$ cat src/sv/htok_pkg.sv
`default_nettype none

package htok_pkg;

    localparam int MAX_PARAMS_DEFAULT = 16;
    localparam int MAX_RESULTS        = 4;
    localparam int QUEUE_DEPTH        = 4;

    localparam logic [7:0] CH_SPACE = 8'h20;
    localparam logic [7:0] CH_QMARK = 8'h3F;
    localparam logic [7:0] CH_AMP   = 8'h26;
    localparam logic [7:0] CH_EQ    = 8'h3D;
    localparam logic [7:0] CH_CR    = 8'h0D;
    localparam logic [7:0] CH_LF    = 8'h0A;

    typedef enum logic [3:0] {
        ROLE_METHOD  = 4'd0,
        ROLE_PATH    = 4'd1,
        ROLE_KEY     = 4'd2,
        ROLE_VALUE   = 4'd3,
        ROLE_VERSION = 4'd4,
        ROLE_HEADER  = 4'd5,
        ROLE_BODY    = 4'd6,
        ROLE_DELIM   = 4'd7,
        ROLE_IGNORED = 4'd8
    } role_t;

    typedef struct packed {
        logic [7:0] data_byte;
        logic       end_of_message;
    } htok_in_t;

    typedef struct packed {
        logic [7:0] out_byte;
        role_t      role;
        logic [3:0] param_index;
        logic       token_start;
        logic       run_last;
        logic       message_done;
        logic       malformed;
    } htok_out_t;

    // all results caused by one request byte
    typedef struct packed {
        logic [2:0]                       count;
        htok_out_t [MAX_RESULTS-1:0]      res;
    } htok_bundle_t;

    typedef struct packed {
        logic         valid;
        htok_bundle_t bundle;
    } htok_push_t;

    typedef struct packed {
        logic         valid;
        htok_bundle_t bundle;
    } htok_head_t;

endpackage

`default_nettype wire

$ cat src/sv/htok_front.sv
`default_nettype none

module htok_front
    import htok_pkg::*;
#(
    parameter int MAX_PARAMS = MAX_PARAMS_DEFAULT
) (
    input  wire logic       aclk,
    input  wire logic       aresetn,
    input  wire logic       s_valid,
    output logic            s_ready,
    input  wire htok_in_t   s_data,
    input  wire logic       q_full,
    output htok_push_t      push
);

    typedef enum logic [2:0] {
        PH_METHOD  = 3'd0,
        PH_PATH    = 3'd1,
        PH_QUERY   = 3'd2,
        PH_VERSION = 3'd3,
        PH_HEADER  = 3'd4,
        PH_BODY    = 3'd5
    } phase_t;

    typedef struct packed {
        logic [7:0] b;
        role_t      role;
        logic [3:0] pidx;
    } raw_t;

    typedef struct packed {
        logic [2:0]                 n;
        raw_t [MAX_RESULTS-1:0]     item;
    } raw_list_t;

    localparam logic [4:0] SEG_LIMIT = 5'(MAX_PARAMS);

    phase_t     phase_reg, phase_next;
    logic [4:0] seg_reg, seg_next;
    logic       inval_reg, inval_next;
    logic [1:0] held_reg, held_next;
    logic       open_reg, open_next;

    raw_list_t    list;
    htok_bundle_t bundle;
    logic [7:0]   b;
    logic         last;
    logic         accept;
    logic         bad;
    role_t        flush_role;

    function automatic raw_list_t add(raw_list_t l, logic [7:0] vb, role_t r, logic [3:0] p);
        raw_list_t o;
        o = l;
        if (l.n < 3'(MAX_RESULTS)) begin
            o.item[l.n[1:0]] = '{b: vb, role: r, pidx: p};
            o.n = l.n + 3'd1;
        end
        return o;
    endfunction

    // byte k of the cr lf cr lf terminator
    function automatic logic [7:0] held_byte(logic [1:0] k);
        return k[0] ? CH_LF : CH_CR;
    endfunction

    assign s_ready = !q_full;
    assign accept  = s_valid && s_ready;
    assign b       = s_data.data_byte;
    assign last    = s_data.end_of_message;

    always_comb begin
        list       = '0;
        phase_next = phase_reg;
        seg_next   = seg_reg;
        inval_next = inval_reg;
        held_next  = held_reg;

        unique case (phase_reg)
            PH_METHOD: begin
                if (b == CH_SPACE) begin
                    list = add(list, b, ROLE_DELIM, 4'd0);
                    phase_next = PH_PATH;
                end else begin
                    list = add(list, b, ROLE_METHOD, 4'd0);
                end
            end
            PH_PATH: begin
                if (b == CH_SPACE) begin
                    list = add(list, b, ROLE_DELIM, 4'd0);
                    phase_next = PH_VERSION;
                end else if (b == CH_QMARK) begin
                    list = add(list, b, ROLE_DELIM, 4'd0);
                    phase_next = PH_QUERY;
                    seg_next   = '0;
                    inval_next = 1'b0;
                end else begin
                    list = add(list, b, ROLE_PATH, 4'd0);
                end
            end
            PH_QUERY: begin
                if (b == CH_SPACE) begin
                    list = add(list, b, ROLE_DELIM, 4'd0);
                    phase_next = PH_VERSION;
                end else if (seg_reg >= SEG_LIMIT) begin
                    list = add(list, b, ROLE_IGNORED, 4'd0);
                end else if (b == CH_AMP) begin
                    list = add(list, b, ROLE_DELIM, seg_reg[3:0]);
                    seg_next   = seg_reg + 5'd1;
                    inval_next = 1'b0;
                end else if (b == CH_EQ && !inval_reg) begin
                    list = add(list, b, ROLE_DELIM, seg_reg[3:0]);
                    inval_next = 1'b1;
                end else begin
                    list = add(list, b, inval_reg ? ROLE_VALUE : ROLE_KEY, seg_reg[3:0]);
                end
            end
            PH_VERSION: begin
                if (held_reg != 2'd0) begin
                    if (b == CH_LF) begin
                        list = add(list, CH_CR, ROLE_DELIM, 4'd0);
                        list = add(list, b, ROLE_DELIM, 4'd0);
                        held_next  = 2'd0;
                        phase_next = PH_HEADER;
                    end else begin
                        list = add(list, CH_CR, ROLE_VERSION, 4'd0);
                        if (b == CH_CR) begin
                            held_next = 2'd1;
                        end else begin
                            list = add(list, b, ROLE_VERSION, 4'd0);
                            held_next = 2'd0;
                        end
                    end
                end else if (b == CH_CR) begin
                    held_next = 2'd1;
                end else begin
                    list = add(list, b, ROLE_VERSION, 4'd0);
                end
            end
            PH_HEADER: begin
                if (b == held_byte(held_reg)) begin
                    if (held_reg == 2'd3) begin
                        for (int i = 0; i < 3; i++) begin
                            list = add(list, held_byte(2'(i)), ROLE_DELIM, 4'd0);
                        end
                        list = add(list, b, ROLE_DELIM, 4'd0);
                        held_next  = 2'd0;
                        phase_next = PH_BODY;
                    end else begin
                        held_next = held_reg + 2'd1;
                    end
                end else begin
                    // failed match: held bytes become header text
                    for (int i = 0; i < 3; i++) begin
                        if (2'(i) < held_reg) begin
                            list = add(list, held_byte(2'(i)), ROLE_HEADER, 4'd0);
                        end
                    end
                    if (b == CH_CR) begin
                        held_next = 2'd1;
                    end else begin
                        list = add(list, b, ROLE_HEADER, 4'd0);
                        held_next = 2'd0;
                    end
                end
            end
            default: begin
                list = add(list, b, ROLE_BODY, 4'd0);
            end
        endcase

        flush_role = (phase_next == PH_VERSION) ? ROLE_VERSION : ROLE_HEADER;
        bad        = !(phase_next >= PH_BODY);
        if (last) begin
            for (int i = 0; i < 3; i++) begin
                if (2'(i) < held_next) begin
                    list = add(list, held_byte(2'(i)), flush_role, 4'd0);
                end
            end
        end
    end

    // token start flags follow the order of the results
    always_comb begin
        bundle       = '0;
        bundle.count = list.n;
        open_next    = open_reg;
        for (int i = 0; i < MAX_RESULTS; i++) begin
            if (3'(i) < list.n) begin
                bundle.res[i].out_byte    = list.item[i].b;
                bundle.res[i].role        = list.item[i].role;
                bundle.res[i].param_index = list.item[i].pidx;
                if (list.item[i].role == ROLE_DELIM) begin
                    open_next = 1'b0;
                end else if (list.item[i].role != ROLE_IGNORED) begin
                    bundle.res[i].token_start = !open_next;
                    open_next = 1'b1;
                end
                if (3'(i) == list.n - 3'd1) begin
                    bundle.res[i].run_last     = 1'b1;
                    bundle.res[i].message_done = last;
                    bundle.res[i].malformed    = last && bad;
                end
            end
        end
    end

    assign push.valid  = accept && (list.n != 3'd0);
    assign push.bundle = bundle;

    always_ff @(posedge aclk) begin
        if (!aresetn) begin
            phase_reg <= PH_METHOD;
            seg_reg   <= '0;
            inval_reg <= 1'b0;
            held_reg  <= 2'd0;
            open_reg  <= 1'b0;
        end else if (accept) begin
            if (last) begin
                phase_reg <= PH_METHOD;
                seg_reg   <= '0;
                inval_reg <= 1'b0;
                held_reg  <= 2'd0;
                open_reg  <= 1'b0;
            end else begin
                phase_reg <= phase_next;
                seg_reg   <= seg_next;
                inval_reg <= inval_next;
                held_reg  <= held_next;
                open_reg  <= open_next;
            end
        end
    end

endmodule

`default_nettype wire

$ cat src/sv/htok_queue.sv
`default_nettype none

module htok_queue
    import htok_pkg::*;
(
    input  wire logic       aclk,
    input  wire logic       aresetn,
    input  wire htok_push_t push,
    output logic            full,
    output htok_head_t      head,
    input  wire logic       pop
);

    localparam int AW = $clog2(QUEUE_DEPTH);
    localparam int CW = $clog2(QUEUE_DEPTH + 1);

    htok_bundle_t mem_reg [QUEUE_DEPTH];
    logic [AW-1:0] wr_ptr_reg, rd_ptr_reg;
    logic [CW-1:0] count_reg;
    logic          do_push, do_pop;

    assign full        = (count_reg == CW'(QUEUE_DEPTH));
    assign head.valid  = (count_reg != '0);
    assign head.bundle = mem_reg[rd_ptr_reg];
    assign do_push     = push.valid && !full;
    assign do_pop      = pop && head.valid;

    always_ff @(posedge aclk) begin
        if (do_push) begin
            mem_reg[wr_ptr_reg] <= push.bundle;
        end
    end

    always_ff @(posedge aclk) begin
        if (!aresetn) begin
            wr_ptr_reg <= '0;
            rd_ptr_reg <= '0;
            count_reg  <= '0;
        end else begin
            if (do_push) begin
                wr_ptr_reg <= (wr_ptr_reg == AW'(QUEUE_DEPTH - 1)) ? '0 : wr_ptr_reg + AW'(1);
            end
            if (do_pop) begin
                rd_ptr_reg <= (rd_ptr_reg == AW'(QUEUE_DEPTH - 1)) ? '0 : rd_ptr_reg + AW'(1);
            end
            if (do_push && !do_pop) begin
                count_reg <= count_reg + CW'(1);
            end else if (do_pop && !do_push) begin
                count_reg <= count_reg - CW'(1);
            end
        end
    end

endmodule

`default_nettype wire

$ cat src/sv/htok_back.sv
`default_nettype none

module htok_back
    import htok_pkg::*;
(
    input  wire logic       aclk,
    input  wire logic       aresetn,
    input  wire htok_head_t head,
    output logic            pop,
    output logic            m_valid,
    input  wire logic       m_ready,
    output htok_out_t       m_data
);

    logic [1:0] sub_reg;
    logic       m_valid_reg;
    htok_out_t  m_data_reg;
    logic       load;
    logic       last_sub;

    assign load     = head.valid && (!m_valid_reg || m_ready);
    assign last_sub = ((3'(sub_reg) + 3'd1) == head.bundle.count);
    assign pop      = load && last_sub;
    assign m_valid  = m_valid_reg;
    assign m_data   = m_data_reg;

    always_ff @(posedge aclk) begin
        if (load) begin
            m_data_reg <= head.bundle.res[sub_reg];
        end
    end

    always_ff @(posedge aclk) begin
        if (!aresetn) begin
            sub_reg     <= 2'd0;
            m_valid_reg <= 1'b0;
        end else begin
            if (load) begin
                m_valid_reg <= 1'b1;
                sub_reg     <= last_sub ? 2'd0 : sub_reg + 2'd1;
            end else if (m_ready) begin
                m_valid_reg <= 1'b0;
            end
        end
    end

endmodule

`default_nettype wire

$ cat src/sv/http_request_tokenizer_top.sv
// a byte's results are written into the bundle queue, then loaded into the output register
// throughput: one request byte per cycle while the bundle queue is not full; the output
// register sends one result per cycle while m_ready allows, so a byte that releases k results takes k transfers
// held cr/lf bytes give no result until their delimiter completes or fails, or the message ends
// reset: synchronous active-low aresetn returns the tokenizer to the method phase,
// empties the 4-entry bundle queue and drops m_valid
`default_nettype none

module http_request_tokenizer_top
    import htok_pkg::*;
#(
    parameter int MAX_PARAMS = MAX_PARAMS_DEFAULT
) (
    input  wire logic     aclk,
    input  wire logic     aresetn,
    input  wire logic     s_valid,
    output logic          s_ready,
    input  wire htok_in_t s_data,
    output logic          m_valid,
    input  wire logic     m_ready,
    output htok_out_t     m_data
);

    htok_push_t push;
    htok_head_t head;
    logic       q_full;
    logic       pop;

    htok_front #(
        .MAX_PARAMS(MAX_PARAMS)
    ) u_front (
        .aclk    (aclk),
        .aresetn (aresetn),
        .s_valid (s_valid),
        .s_ready (s_ready),
        .s_data  (s_data),
        .q_full  (q_full),
        .push    (push)
    );

    htok_queue u_queue (
        .aclk    (aclk),
        .aresetn (aresetn),
        .push    (push),
        .full    (q_full),
        .head    (head),
        .pop     (pop)
    );

    htok_back u_back (
        .aclk    (aclk),
        .aresetn (aresetn),
        .head    (head),
        .pop     (pop),
        .m_valid (m_valid),
        .m_ready (m_ready),
        .m_data  (m_data)
    );

`ifndef SYNTHESIS
    // a bundle is only written for a request that was taken
    assert property (@(posedge aclk) disable iff (!aresetn)
        push.valid |-> (s_valid && s_ready))
        else $error("bundle pushed without a request");

    // a taken request that ends the message always yields a bundle
    assert property (@(posedge aclk) disable iff (!aresetn)
        (s_valid && s_ready && s_data.end_of_message) |-> push.valid)
        else $error("end of message gave no result");

    assert property (@(posedge aclk) disable iff (!aresetn)
        (m_valid && m_data.message_done) |-> m_data.run_last)
        else $error("message_done without run_last");

    assert property (@(posedge aclk) disable iff (!aresetn)
        (m_valid && (m_data.role == ROLE_DELIM || m_data.role == ROLE_IGNORED))
            |-> !m_data.token_start)
        else $error("token_start on delimiter or ignored byte");
`endif

endmodule

`default_nettype wire

$ cat config.mk
export PLATFORM = sky130hd
export DESIGN_NAME = http_request_tokenizer_top
export DESIGN_NICKNAME = d
export VERILOG_FILES = /design/src/sv/htok_pkg.sv /design/src/sv/htok_front.sv /design/src/sv/htok_queue.sv /design/src/sv/htok_back.sv /design/src/sv/http_request_tokenizer_top.sv
export SDC_FILE = /design/constraint.sdc
export NUM_CORES = 1
export LEC_CHECK = 0
export BUFFER_PORTS_ARGS = -buffer_cell sky130_fd_sc_hd__buf_4
export CAP_MARGIN = 30
export CORE_MARGIN = 1.5
export CORE_UTILIZATION = 56
export DETAILED_ROUTE_END_ITERATION = 12
export PLACE_DENSITY = 0.85
export SYNTH_ARGS = -nofsm -noshare
export SYNTH_HDL_FRONTEND = slang
export SYNTH_SLANG_ARGS = --single-unit
$ cat constraint.sdc
create_clock -name aclk -period 11.44 [get_ports aclk]
set_input_delay 0.572 -clock aclk [delete_from_list [all_inputs] [get_ports aclk]]
set_output_delay 0.572 -clock aclk [all_outputs]
set_load 0.1 [all_outputs]
==> key figures <==
Finish
  – P&R area growth vs syn: 11.0%
  – Area of the multi-input gates: 0.00489 mm2
  – # fillers: roughly 1,700
  – Fin util: between 60 and 70%
  – Layout Cells excl Fill: 1,307
  – # diodes: 0
  – Register Area: 0.00925 mm2
  – Fin nets: around 1,000
  – Max reg flops: 272
  – Layout cell share with drive strength beyond 1: between 20% and 30%

Drt
  – Routed wire per std cell: roughly 27 um
  – DR vias: ~8,900
  – Post-route ant nets: 0
  – Initial DRC Count: 1,434
  – # DRC: 0
  – Via density: ~6.8
  – DR pass1 iterations: 6
  – Drt total wl: 35,700 um

Yosys
  – Adder-Cell Fraction of Synth Area: under 10%
  – Post-Syn Area: about 0.014 mm2
  – Mapped Cells: 920
  – Mux cell area share after synthesis: a little over an eighth
  – Most instantiated cells after synthesis: edfxtp_1 (292), mux4_2 (83), nor2_1 (45), nand2_1 (44), a21oi_1 (36)
  – Synth area leaders: edfxtp_1 (61%), mux4_2 (13%), dfxtp_1 (3.3%)
  – Xor/xnor share of the synthesized area: 0.668%
  – Synth top area share: slightly above 60%
  – Post-Syn Area per Cell: 15.7 um2
  – Prevailing post-synth register cell: edfxtp_1
  – Seq cells post-synth: ~320
  – Post-synth cell types: 83
  – Synth Area in Simple Gates: ~9%
  – Post-synth ARST share: 0%
  – Ys Warns: 0
  – Number of synthesized flops with an enable pin: around 290
  – Largest family of logic cells by synthesized area: multiplexers
  – Cell taking the most area after synthesis: edfxtp_1
  – Seq/Total Area, Yosys: between 60% and 70%
  – Compound-Gate Fraction of Synth Area: 7.89%
  – Most common cell in the netlist: edfxtp_1

Global routing
  – Total track usage: a little over a quarter
  – First-pass GRT wire length: around 54,000 um
  – GRT overflow: 0
  – Initial antenna violation count: 0
  – Pin count of the biggest net entering global routing: roughly 70
  – Vias in the first global route: just under 9,000

Clocking
  – Root Buffer: clkbuf_16
  – Clock Tree Buf Depth: 3
  – Hold_buf cts: 0
  – CTS Buf Count: 29
  – Clock slew at reported path FFs: ~80 ps
  – Post-CTS setup buffers: 0
  – TritonCTS clock tree: yes
  – Clock sink count: approximately 320
  – Cts repair resizes: 0
  – Clock latency on the worst-skew pair: around 540 ps
  – Htree depth: 1

Setup path
  – CP Data Required Time: roughly 12,000 ps
  – Crit path cell chain: inv_1 > ha_1 > nand4b_1 > o211ai_1 > a211oi_2 > or2_1 > ha_1 > and2_1 > a22oi_2 > ha_1 > a21oi_1 > ha_1 > inv_1 > mux2i_1 > o31ai_2 > a221oi_4 > a21oi_2 > and2_2 > buf_4
  – Startpoint class of the critical path: flop
  – Critical Path Most Common Cell: ha_1
  – Slowest-stage cell, CP: buf_4
  – Max stage delay on crit path: just under 700 ps
  – Critical Path Fanout Max: between 50 and 60
  – Setup Crit Path Kind: reg2reg
  – Worst EP arrival: 6970 ps
  – CP endpoint kind: flop

Outcome
  – Status: finished, final reports clean

Die
  – DIE AREA: 0.0267 mm2
  – Initial Utilization: a little under three fifths
  – Die Height: 163 um
  – IO Pins: 35
  – Core Footprint: 0.0253 mm2
  – Die Span X: 163 um
  – Row count: just under 60

Hold path
  – Hold Crit Class: in2reg

STA
  – Min Hold Slack: 405 ps
  – Worst Max-Slew Pin Slew: about 970 ps
  – # setup viols final: 0
  – Final min period: 6820 ps
  – Final Hold Viols: 0
  – Setup TNS: 0 ps
  – Fmax achieved: approximately 0.15 GHz
  – Pins over their slew limit: 0
  – Max-slew headroom: between 30% and 40%
  – RSZ-0062 raised after global routing: false
  – Skew final: 22.0 ps
  – Tcrit/Tclk final: between 50% and 60%

Place
  – Cells after DPL: ~1,300
  – PortBufs: 34
  – GP Congestion: ~1.0
  – Post-DP HPWL: between 20,000 and 25,000 um

Pwr
  – Power Total: around 0.0034 W
  – Pwr dens: approximately 210 mW/mm2
  – Total leakage power: about 5.3 nW
  – VDD IR max: around 0.25 mV

Run
  – Max Cap Viol: 0
-- stage by stage --
step / setup WS [ps] / cell area [um2]
floorplan: 4870 / 14400
detailed placement: 4740 / 15000
global route: 4220 / 16000
CTS: 4690 / 16000
finish: 4620 / 16000
global placement: 4820 / 15000
-- report_power, final --
| group | total, W | switching [W] | internal (W) |
|---|---|---|---|
| clock network | 0.000960 | 0.000417 | 0.000543 |
| logic | 0.000958 | 0.000614 | 0.000344 |
| registers | 0.00152 | 0.0000785 | 0.00144 |
-- metal layers --
layer | routed length, um | vias to the layer above | global-route usage [%]
met5 | 0 | - | 0
met4 | 1480 | 0 | 10.8
met3 | 3250 | 119 | 3.43
met2 | 17100 | 613 | 43.4
met1 | 13900 | 4446 | 38.7
li1 | - | 3735 | -
-- worst max-delay path, delay by kind of cell, from the launching register on --
kind,cells,cell delay (ps)
buffers and inverters,3,920
AND/OR/NAND/NOR,4,1490
multiplexers,1,70
adder cells (fa/ha/maj),4,1370
flip-flops,1,650
AO/OA/AOI/OAI,7,1820
-- cell families (layout without fill, tap and decap cells) --
group           count (synthesis)  after routing
flops                         316            316
simple gates                  235            235
compound gates                156            156
mux                            94             94
buf+inv                        79            129
fa+ha+maj                      28             28
xor+xnor                       11             11
other cells                     1              8
-- area by class of cell --
class / instances / share of cell area [%]
multi-input cells: 532 / 30.5
well taps: 330 / 2.58
clock buffers: 36 / 4.76
repair buffers: 46 / 2.53
inverters: 30 / 0.711
clock inverters: 17 / 1.08
flip-flops and latches: 316 / 57.8
-- placed cells by master (no fill, tap or decap), types with 27 or more instances in the layout --
master and n:
nor2_1 45, buf_4 43, o21ai_0 28, ha_1 27, nand2_1 44, clkbuf_16 29, a21oi_1 35, edfxtp_1 292
mux4_2 83
-- final timing paths --
path | startpoint | end | slack, ps | cells after the start
max | u_front.held_reg[0]$_SDFFE_PN0P_ | u_queue.mem_reg[2][72]$_DFFE_PP_ | 4620 | 19
min | aresetn | u_front.seg_reg[0]$_SDFFE_PN0P_ | 410 | 2
max reg2reg | u_front.held_reg[0]$_SDFFE_PN0P_ | u_queue.mem_reg[2][72]$_DFFE_PP_ | 4620 | 19
min reg2reg | u_queue.wr_ptr_reg[1]$_SDFFE_PN0P_ | u_queue.wr_ptr_reg[1]$_SDFFE_PN0P_ | 510 | 2
No activity file was read; power rests on OpenSTA's default activity.
